$ cat config.mk
export PLATFORM = sky130hd
export DESIGN_NAME = pixel_point_op_engine_top
export DESIGN_NICKNAME = d
export VERILOG_FILES = /design/src/hdl/ppop_pkg.sv /design/src/hdl/pixel_point_op_engine_top.sv /design/src/hdl/ppop_lane.sv /design/src/hdl/ppop_luma.sv /design/src/hdl/ppop_merge.sv
export SDC_FILE = /design/constraint.sdc
export NUM_CORES = 2
export LEC_CHECK = 0
export BUFFER_PORTS_ARGS = -buffer_cell sky130_fd_sc_hd__clkbuf_2
export CAP_MARGIN = 20
export CORE_MARGIN = 2
export CORE_UTILIZATION = 28
export CTS_CLUSTER_DIAMETER = 50
export CTS_CLUSTER_SIZE = 20
export DETAILED_ROUTE_END_ITERATION = 10
export GPL_ROUTABILITY_DRIVEN = 0
export SLEW_MARGIN = 10
export SYNTH_ARGS = -nofsm -noshare
export SYNTH_HDL_FRONTEND = slang
export SYNTH_SLANG_ARGS = --single-unit
export TNS_END_PERCENT = 1
$ cat constraint.sdc
create_clock -name clk -period 14.6 [get_ports clk]
set_input_delay 2.19 -clock clk [delete_from_list [all_inputs] [get_ports clk]]
set_output_delay 2.19 -clock clk [all_outputs]
set_load 0.01 [all_outputs]
$ cat src/hdl/ppop_pkg.sv
`default_nettype none
// ----------------------------------------------------------------------------
// ppop_pkg: shared types and constants of the pixel point-operation engine
// Channel type, configuration bundle, mode and format codes, register indexes.
// ----------------------------------------------------------------------------
package ppop_pkg;

  localparam int NumLanes = 4;
  localparam int ChanW    = 8;
  localparam int CfgIdxW  = 3;
  localparam int CfgDataW = 11;

  typedef logic [ChanW-1:0] chan_t;
  typedef logic [NumLanes-1:0][ChanW-1:0] pixel_t;

  // operation modes
  localparam logic [1:0] MODE_CONVERT  = 2'd0;
  localparam logic [1:0] MODE_BRIGHT   = 2'd1;
  localparam logic [1:0] MODE_CONTRAST = 2'd2;
  localparam logic [1:0] MODE_INVERT   = 2'd3;

  // pixel formats
  localparam logic [1:0] FMT_RGB  = 2'd0;
  localparam logic [1:0] FMT_RGBA = 2'd1;
  localparam logic [1:0] FMT_GRAY = 2'd2;

  // register indexes
  localparam logic [CfgIdxW-1:0] REG_MODE     = 3'd0;
  localparam logic [CfgIdxW-1:0] REG_SRC_FMT  = 3'd1;
  localparam logic [CfgIdxW-1:0] REG_TGT_FMT  = 3'd2;
  localparam logic [CfgIdxW-1:0] REG_BRIGHT   = 3'd3;
  localparam logic [CfgIdxW-1:0] REG_CONTRAST = 3'd4;

  typedef struct packed {
    logic [1:0]         mode;
    logic [1:0]         src_fmt;
    logic [1:0]         tgt_fmt;
    logic signed [8:0]  bright;
    logic signed [10:0] contrast;
  } cfg_t;

  // unknown format code behaves as RGB
  function automatic logic [1:0] norm_fmt(input logic [1:0] f);
    return (f == FMT_RGBA || f == FMT_GRAY) ? f : FMT_RGB;
  endfunction

endpackage
`default_nettype wire

$ cat src/hdl/pixel_point_op_engine_top.sv
`default_nettype none
// ----------------------------------------------------------------------------
// pixel_point_op_engine_top: per-pixel format conversion and point operations
// Four channel lanes plus a luma unit feed a merge stage and an output register.
// ----------------------------------------------------------------------------
// Path: an accepted input passes the two lane stages and the output register to out_tdata.
// Throughput: one pixel per cycle while out_tready is not held low; the lanes are a
//   two-stage pipeline (the contrast path needs a product stage and a reciprocal-divide stage).
// Reset: rst_n synchronous, active low; clears all stage valids and loads
//   the registers with mode convert, RGB to RGB, offset 0, contrast 100.
// ----------------------------------------------------------------------------
module pixel_point_op_engine_top (
  input  wire logic        clk,
  input  wire logic        rst_n,
  // input pixel stream
  input  wire logic        in_tvalid,
  output logic             in_tready,
  input  wire logic [31:0] in_tdata,   // channel_0, channel_1, channel_2, channel_3
  input  wire logic        in_tlast,   // last_pixel
  // result pixel stream
  output logic             out_tvalid,
  input  wire logic        out_tready,
  output logic [31:0]      out_tdata,  // out_channel_0 .. out_channel_3
  output logic             out_tlast,  // last_out
  // register writes
  input  wire logic        cfg_valid,
  output logic             cfg_ready,
  input  wire logic [2:0]  cfg_index,
  input  wire logic [10:0] cfg_data
);
  import ppop_pkg::*;

  cfg_t   cfg_r;
  pixel_t in_pix;
  pixel_t lane_pix;
  pixel_t lane_res;
  chan_t  luma;
  pixel_t merged;

  logic   s1_v_r, s2_v_r, out_v_r;
  logic   last1_r, last2_r, last_out_r;
  pixel_t out_pix_r;
  logic   s1_adv, s2_adv, out_adv;

  logic signed [10:0] contrast_wr;

  // ---------------------------------------------------------------- config
  // Writes are always taken; clamp offsets to their legal range on the way in.
  assign cfg_ready   = 1'b1;
  assign contrast_wr = $signed(cfg_data);

  always_ff @(posedge clk) begin
    if (!rst_n) begin
      cfg_r.mode     <= MODE_CONVERT;
      cfg_r.src_fmt  <= FMT_RGB;
      cfg_r.tgt_fmt  <= FMT_RGB;
      cfg_r.bright   <= '0;
      cfg_r.contrast <= 11'sd100;
    end else if (cfg_valid) begin
      case (cfg_index)
        REG_MODE:    cfg_r.mode    <= cfg_data[1:0];
        REG_SRC_FMT: cfg_r.src_fmt <= cfg_data[1:0];
        REG_TGT_FMT: cfg_r.tgt_fmt <= cfg_data[1:0];
        REG_BRIGHT: begin
          // most negative code saturates to -255
          if (cfg_data[8:0] == 9'h100) begin
            cfg_r.bright <= -9'sd255;
          end else begin
            cfg_r.bright <= $signed(cfg_data[8:0]);
          end
        end
        REG_CONTRAST: begin
          if (contrast_wr < -11'sd1000) begin
            cfg_r.contrast <= -11'sd1000;
          end else if (contrast_wr > 11'sd1000) begin
            cfg_r.contrast <= 11'sd1000;
          end else begin
            cfg_r.contrast <= contrast_wr;
          end
        end
        default: ;
      endcase
    end
  end

  // -------------------------------------------------------------- pipeline
  // Each stage advances when it is empty or its successor advances, so the
  // input can still fill empty stages while a finished result waits in the output register.
  assign out_adv   = !out_v_r || out_tready;
  assign s2_adv    = !s2_v_r || out_adv;
  assign s1_adv    = !s1_v_r || s2_adv;
  assign in_tready = s1_adv;

  always_ff @(posedge clk) begin
    if (!rst_n) begin
      s1_v_r  <= 1'b0;
      s2_v_r  <= 1'b0;
      out_v_r <= 1'b0;
    end else begin
      if (s1_adv) begin
        s1_v_r <= in_tvalid;
      end
      if (s2_adv) begin
        s2_v_r <= s1_v_r;
      end
      if (out_adv) begin
        out_v_r <= s2_v_r;
      end
    end
  end

  // carry the frame-end mark alongside the lanes
  always_ff @(posedge clk) begin
    if (s1_adv) begin
      last1_r <= in_tlast;
    end
    if (s2_adv) begin
      last2_r <= last1_r;
    end
    if (out_adv) begin
      last_out_r <= last2_r;
      out_pix_r  <= merged;
    end
  end

  // ----------------------------------------------------------------- lanes
  assign in_pix = in_tdata;

  for (genvar g = 0; g < NumLanes; g++) begin : g_lane
    ppop_lane u_lane (
      .clk     (clk),
      .en1     (s1_adv),
      .en2     (s2_adv),
      .pix_in  (in_pix[g]),
      .cfg     (cfg_r),
      .pix_out (lane_pix[g]),
      .res_out (lane_res[g])
    );
  end

  ppop_luma u_luma (
    .clk   (clk),
    .en1   (s1_adv),
    .en2   (s2_adv),
    .red   (in_pix[0]),
    .green (in_pix[1]),
    .blue  (in_pix[2]),
    .luma  (luma)
  );

  // ----------------------------------------------------------------- merge
  ppop_merge u_merge (
    .cfg    (cfg_r),
    .pix    (lane_pix),
    .res    (lane_res),
    .luma   (luma),
    .merged (merged)
  );

  // ---------------------------------------------------------------- output
  assign out_tvalid = out_v_r;
  assign out_tdata  = out_pix_r;
  assign out_tlast  = last_out_r;

endmodule
`default_nettype wire

$ cat src/hdl/ppop_lane.sv
`default_nettype none
// ----------------------------------------------------------------------------
// ppop_lane: per-channel point operation
// Two stages: centred product, then brightness / contrast / inversion.
// ----------------------------------------------------------------------------
module ppop_lane (
  input  wire logic           clk,
  input  wire logic           en1,
  input  wire logic           en2,
  input  wire ppop_pkg::chan_t pix_in,
  input  wire ppop_pkg::cfg_t  cfg,
  output ppop_pkg::chan_t      pix_out,
  output ppop_pkg::chan_t      res_out
);
  import ppop_pkg::*;

  logic signed [8:0]  centred;
  logic signed [19:0] prod;
  chan_t              p1_r;
  logic signed [19:0] prod1_r;

  logic signed [19:0] v;
  logic [27:0]        q_full;
  chan_t              contrast_res;
  logic signed [9:0]  bsum;
  chan_t              bright_res;
  chan_t              res_nxt;
  chan_t              res2_r;
  chan_t              pix2_r;

  assign centred = $signed({1'b0, pix_in}) - 9'sd128;
  assign prod    = 20'(centred) * 20'(cfg.contrast);

  always_ff @(posedge clk) begin
    if (en1) begin
      p1_r    <= pix_in;
      prod1_r <= prod;
    end
  end

  // divide by 100 through reciprocal 5243 / 2^19, exact for 0..25599
  assign v      = prod1_r + 20'sd12800;
  assign q_full = 28'(v[14:0]) * 28'd5243;

  always_comb begin
    if (v[19]) begin
      contrast_res = '0;
    end else if (v >= 20'sd25600) begin
      contrast_res = 8'd255;
    end else begin
      contrast_res = q_full[26:19];
    end
  end

  assign bsum = $signed({2'b00, p1_r}) + $signed({cfg.bright[8], cfg.bright});

  always_comb begin
    if (bsum[9]) begin
      bright_res = '0;
    end else if (bsum > 10'sd255) begin
      bright_res = 8'd255;
    end else begin
      bright_res = bsum[7:0];
    end
  end

  always_comb begin
    case (cfg.mode)
      MODE_BRIGHT:   res_nxt = bright_res;
      MODE_CONTRAST: res_nxt = contrast_res;
      default:       res_nxt = 8'd255 - p1_r;
    endcase
  end

  always_ff @(posedge clk) begin
    if (en2) begin
      res2_r <= res_nxt;
      pix2_r <= p1_r;
    end
  end

  assign pix_out = pix2_r;
  assign res_out = res2_r;

endmodule
`default_nettype wire

$ cat src/hdl/ppop_luma.sv
`default_nettype none
// ----------------------------------------------------------------------------
// ppop_luma: BT.601 luma in 16-bit fixed point
// Weighted sum registered, then the top byte registered.
// ----------------------------------------------------------------------------
module ppop_luma (
  input  wire logic            clk,
  input  wire logic            en1,
  input  wire logic            en2,
  input  wire ppop_pkg::chan_t red,
  input  wire ppop_pkg::chan_t green,
  input  wire ppop_pkg::chan_t blue,
  output ppop_pkg::chan_t      luma
);
  import ppop_pkg::*;

  logic [23:0] sum;
  logic [23:0] sum1_r;
  chan_t       y2_r;

  assign sum = 24'(red) * 24'd19595 + 24'(green) * 24'd38470 + 24'(blue) * 24'd7471;

  always_ff @(posedge clk) begin
    if (en1) begin
      sum1_r <= sum;
    end
    if (en2) begin
      y2_r <= sum1_r[23:16];
    end
  end

  assign luma = y2_r;

endmodule
`default_nettype wire

$ cat src/hdl/ppop_merge.sv
`default_nettype none
// ----------------------------------------------------------------------------
// ppop_merge: combine lane results into the result pixel
// Selects by mode and format; unused lanes give zero.
// ----------------------------------------------------------------------------
module ppop_merge (
  input  wire ppop_pkg::cfg_t   cfg,
  input  wire ppop_pkg::pixel_t pix,
  input  wire ppop_pkg::pixel_t res,
  input  wire ppop_pkg::chan_t  luma,
  output ppop_pkg::pixel_t      merged
);
  import ppop_pkg::*;

  logic [1:0]          sf;
  logic [1:0]          tf;
  logic [NumLanes-1:0] used;

  assign sf = norm_fmt(cfg.src_fmt);
  assign tf = norm_fmt(cfg.tgt_fmt);

  always_comb begin
    case (sf)
      FMT_RGBA: used = 4'b1111;
      FMT_GRAY: used = 4'b0001;
      default:  used = 4'b0111;
    endcase
  end

  always_comb begin
    merged = '0;
    if (cfg.mode == MODE_CONVERT) begin
      if (sf == tf) begin
        for (int i = 0; i < NumLanes; i++) begin
          merged[i] = used[i] ? pix[i] : '0;
        end
      end else if (tf == FMT_GRAY) begin
        merged[0] = luma;
      end else begin
        // replicate gray, or pass RGB; add opaque alpha for RGBA
        merged[0] = pix[0];
        merged[1] = (sf == FMT_GRAY) ? pix[0] : pix[1];
        merged[2] = (sf == FMT_GRAY) ? pix[0] : pix[2];
        merged[3] = (tf == FMT_RGBA) ? 8'd255 : 8'd0;
      end
    end else begin
      for (int i = 0; i < NumLanes; i++) begin
        merged[i] = used[i] ? res[i] : '0;
      end
    end
  end

endmodule
`default_nettype wire
# Yosys cells after proc, flatten, opt, wreduce, memory -nomap -nowiden
# Cells that the tools add are included.
# op_classes
mux	41
n_mul	11
addsub	18
magnitude_cmp	10
reduce_logical	15
n_eq_ne	16
# ops
op	count
$mux W8	28
$mul A15 B13 Y27 const B	4
$add A20 B15 Y20 const B	4
$ge A20 B16 Y1 const B	4
$mul A9 B11 Y20	4
$mux W32	2
$pmux W8 S2	4
$mul A8 B15 Y23 const B	2
$add A9 B9 Y10	4
$gt A10 B9 Y1 const B	4
$sub A8 B8 Y9 const B	4
$sub A8 B8 Y8 const A	4
$add A23 B24 Y24	1
$add A24 B21 Y24	1
$mux W24	1
$mux W11	2
$mul A8 B13 Y21 const B	1
$gt A11 B11 Y1 const B	1
$lt A11 B11 Y1 const B	1
$eq A2 B1 Y1 const B	5
$eq A2 B2 Y1 const B	5
$reduce_and A2 Y1	5
$eq A9 B9 Y1 const B	1
$mux W9	1
10 further kinds	18
# word_totals
out_inout_bits	36
register_bits	272

# Longest topological paths before layout
# logic_depth
ltp_word	8
depth_mapped	29
mapped_depth_nobuf	29

# By module
# A second synthesis with hierarchy kept.
# unflattened
hier_cells	4653
hier_area_um2	46864.9
# modules_own_cells
module	cells_each	seq_area_each_um2	instances	area_per_inst_um2
ppop_lane at g_lane[3].u_lane	942	1321.3	1	9380.2
ppop_lane at g_lane[2].u_lane	942	1321.3	1	9344.0
ppop_lane at g_lane[1].u_lane	923	1321.3	1	9256.4
ppop_lane at g_lane[0].u_lane	924	1321.3	1	9203.8
ppop_luma	643	480.5	1	6532.5
pixel_point_op_engine_top	169	1631.6	1	2278.4
ppop_merge	110	0.0	1	869.6

# Worst setup path before layout
# Ideal clock, no wire load.
# synth_timing
path_type	input -> register
startpoint	in in_tdata[14]
endpoint	reg u_luma.sum1_r[23], data pin
setup_ps	268
slack_ps	5662
n_path_buf	1
stages	27
arrival_ps	8670
path_cell_list	clkbuf_1 -> inv_1 -> ha_1 -> ha_1 -> or2_2 -> fa_1 -> fa_1 -> ha_1 -> nand2_1 -> or4_1 -> a31oi_1 -> o21a_1 -> nor3_1 -> or2_2 -> fa_1 -> fa_1 -> inv_1 -> fa_1 -> ha_1 -> nor2_1 -> o21ai_0 -> a2111oi_0 -> o21ai_0 -> nand3_1 -> nand3b_1 -> o31a_1 -> xnor3_1
# synth_via
elab_chain_len	3
# synth_lines
item	line_no	source
start: declaration	pixel_point_op_engine_top.sv:18	input wire logic [31:0] in_tdata,
$mul A8 B15 Y23	ppop_luma.sv:21	assign sum = 24'(red) * 24'd19595 + 24'(green) * 24'd38470 + 24'(blue) * 24'd7471;
$add A23 B24 Y24	ppop_luma.sv:21	
$add A24 B21 Y24	ppop_luma.sv:21	
named net u_luma.sum[23]	ppop_luma.sv:17	logic [23:0] sum;
end signal: assignment	ppop_luma.sv:25	sum1_r <= sum;
end: declaration	ppop_luma.sv:18	logic [23:0] sum1_r;
# The timed path passes the listed nets, and every way through them passes these cells.
# A chain may end at the register's enable or synchronous reset.

# Worst setup path after layout
# layout_timing
startpoint	in in_tdata[15]
endpoint	reg u_luma.sum1_r[23], data pin
# Same word-level chain as after synthesis.

==> reports/results.md <==
| Stage | Quantity | This run |
|:---|:---|:---|
| synthesis | Multiplexer share of the synthesized area | 0.350% |
| global routing | Number of antenna violations at the first check in global routing | 23 |
| drt | Remaining number of nets flagged by the antenna check after routing | 0 |
| drt | Number of vias per cell after detailed routing | 4.55 |
| synthesis | Adder and majority cell fraction of the synthesized area | 52.8% |
| sta | Min setup slack post-route | 5090 ps |
| finish | Share of layout cells above drive strength 1 | 5.63% |
| clock network | Total number of clock tree sinks | 256 |
| clock network | TritonCTS clock tree | yes |
| synthesis | Post-Syn Area per Cell | 10.0 sq um |
| finish | Commonest non-fill, non-tap cell in the layout | inv_1 |
| clock network | Later-pin clock latency in the skew report | 590 ps |
| global routing | Number of global-route vias before repair | 33000 |
| synthesis | Sequential-to-total area share from yosys stat | 16.0% |
| worst setup path | Startpoint class of the critical path | primary input |
| drt | Highest routed metal layer | met5 |
| synthesis | Synthesis warning total | 0 |
| global routing | Leftover overflow at the end of global routing | 0 |
| synthesis | #FFs+latches synth | 256 |
| drt | Length of routed met3 wiring | 8100 microns |
| synthesis | Cell type with the highest aggregate area in the netlist | fa_1 |
| finish | Commonest cells after routing, fill and taps aside | 1082 x inv_1, 783 x ha_1, 726 x fa_1 |
| floorplan | Die span in x | 410 microns |
| finish | Fill cell total of the finished layout | 16800 |
| synthesis | Main combinational cell family by area after synthesis | adder cells |
| clock network | Clock tree buffer depth | 3 |
| drt | Iter 0 DRT Violations | 1802 |
| placed design | Setup slack at placement | 4550 ps |
| global routing | Overall global routing resource usage | 13.5% |
| run | Max-cap check violation count | 0 |
| placed design | Port bufs | 86 |
| drt | Residual DRC count | 0 |
| synthesis | Fraction of synthesized cell area taken by the top area cell type | 31.5% |
| floorplan | I/O pin count | 88 |
| clock network | Number of H-tree levels | 2 |
| worst setup path | CP required | 14940 ps |
| run status | Outcome | finished, final reports clean |
| sta | Final Hold Viols | 0 |
| synthesis | Count of flip-flops with a built-in enable after synthesis | 227 |
| sta | Worst slew margin relative to its limit | 30.2% |
| min path | Worst min-delay path class | reg -> reg |
| clock network | CTS Buf Count | 41 |
| floorplan | Starting utilization of the core area | 28.3% |
| global routing | Maximum number of pins on one net before global-route repair | 74 |
| sta | Setup repair after global routing missed its margin | no |
| worst setup path | Critical Path End Type | flip-flop |
| floorplan | Total die area | 168000 sq um |
| drt | Via count | 31100 |
| sta | Peak Freq | 0.105 GHz |
| drt | DR WL/cell | 16.2 microns |
| drt | Detailed-routed wire length on met2 | 48200 microns |
| floorplan | Floorplan Core Area | 163000 sq um |
| finish | Post-Route Utilization | 31.0% |
| clock network | Post-CTS clock slew at the launch and capture registers of the worst setup and hold paths | 60 ps |
| synthesis | Async S/R FF share, synth | 0% |
| synthesis | Syn Std Cell Area | 46100 sq um |
| global routing | Wire length of the first global-routing pass | 179000 microns |
| sta | Setup tns final | 0 ps |
| synthesis | Main synth FF type | edfxtp_1 |
| floorplan | Placement Rows | 148 |
| clock network | Post-CTS setup buffer count | 0 |
| finish | Layout overhead on the synthesized area | 9.58% |
| sta | Final critical path time including I/O delays and setup | 9510 ps |
| placed design | Detailed placement HPWL | 93100 microns |
| floorplan | Chip height | 410 microns |
| clock network | CTS resizes | 0 |
| synthesis | Post-synthesis instance total | 4590 |
| worst setup path | Worst endpoint data arrival time | 9850 ps |
| drt | Post-route met1 wirelength | 51600 microns |
| sta | Total of endpoints with negative setup slack in the final report | 0 |
| sta | Final cycle utilization of the critical path | 65.1% |
| synthesis | Post-synthesis compound-gate area fraction | 7.68% |
| sta | Clk_skew | 32.1 ps |
| synthesis | Number of distinct library cells after synthesis | 95 |
| worst setup path | Largest fanout on the critical path | 31 |
| clock network | Root buf cell | clkbuf_16 |
| clock network | Number of hold buffers added after cts | 0 |
| synthesis | Number of nets in the synthesized netlist | 6151 |
| sta | Worst slew pin tran | 1050 ps |
| drt | DRT Wirelength | 111000 microns |
| synthesis | Synth Area in XOR/XNOR | 3.58% |
| drt | Number of search-and-repair iterations in the first detailed-routing pass | 5 |
| synthesis | Synth Area in Simple Gates | 9.92% |
| worst setup path | Class of the most critical setup path | in -> reg |
| finish | Post-layout nets | 6200 |
| synthesis | Area contributors post-synth | fa_1 32%, ha_1 21%, edfxtp_1 15% |
| sta | Slew Limit Fails | 0 |
==> sequential cells by signal (all words and copies together) (netlist names) <==
signal / cells
g_lane.u_lane.prod1_r: 80
g_lane.u_lane.p1_r: 32
g_lane.u_lane.pix_out: 32
g_lane.u_lane.res_out: 32
out_tdata: 32
cfg_r: 26
u_luma.luma: 8
u_luma.sum1_r: 8
last1_r: 1
last2_r: 1
out_tlast: 1
out_tvalid: 1
s1_v_r: 1
s2_v_r: 1
==> worst paths after layout <==
path	start	end	slack [ps]	depth (start not counted)
max	in_tdata[15]	u_luma.sum1_r[23]	5090	26
min reg2reg	u_luma.sum1_r[23]	u_luma.luma[7]	420	0
max reg2reg	g_lane[0].u_lane.prod1_r[9]	g_lane[0].u_lane.res_out[7]	7670	19
min	u_luma.sum1_r[23]	u_luma.luma[7]	420	0
==> per-layer routing <==
metal | vias to the layer above | GRT usage [%]
met5 | - | 0
met4 | 18 | 3.87
met3 | 157 | 2.83
met2 | 663 | 20.9
met1 | 15500 | 18.9
li1 | 14800 | -
==> per-stage QoR <==
stage	cell area (sq um)	cells	hold slack, ps
2_1_floorplan	46100	4590	400
3_3_place_gp	49100	6771	408
3_5_place_dp	49100	6771	405
4_1_cts	50500	6847	419
5_1_grt	50500	6849	438
6_report	50500	6849	417
==> cells by family (layout without fill, tap and decap cells) <==
family	after synthesis	in the layout
AO/OA/AOI/OAI	525	525
multiplexers	16	16
buffers and inverters	1187	1269
adder cells (fa/ha/maj)	1509	1509
XOR/XNOR	186	186
other	1	3
flip-flops	256	256
AND/OR/NAND/NOR	910	910
==> synth_stat cells (all sizes together) (16+ instances only) <==
cell type / count
o21ai: 114
a21oi: 131
nand3: 45
o21bai: 17
inv: 1082
nand2: 302
and2: 174
nand2b: 38
a211oi: 31
a31o: 17
a31oi: 16
clkbuf: 96
and3: 23
o21a: 23
ha: 783
a21boi: 18
nor2b: 38
nor3: 40
xor2: 49
dfxtp: 29
or2: 43
a21o: 43
fa: 726
xnor2: 136
nand4: 22
edfxtp: 227
nor2: 136
==> layout make-up <==
class,count,area [sq um],area share [%]
clock buffers,48,1140,2.25
flip-flops and latches,256,7400,14.6
well taps,2175,2720,5.38
multi-input cells,3147,34300,67.8
repair buffers,110,611,1.21
inverters,1083,4070,8.04
diodes,2,5.00,0.00990
clock inverters,28,322,0.636
==> worst max-delay path: stages <==
cell and delay, ps:
clkbuf_2 390, ha_1 370, ha_1 180, or2_2 310, fa_1 410, fa_1 480, ha_1 330, nand2_1 110
or4_1 590, a31oi_1 310, o21a_1 180, nor3_1 40, or2_2 290, fa_1 480, fa_1 560, inv_1 50
fa_1 450, ha_1 220, nor2_1 120, o21ai_0 110, a2111oi_0 570, o21ai_0 300, nand3_1 170, nand3b_1 170
o31a_1 290, xnor3_1 170
Power is not shown: default switching activity piles up to over one toggle a cycle in this logic, so the estimate is an artifact.
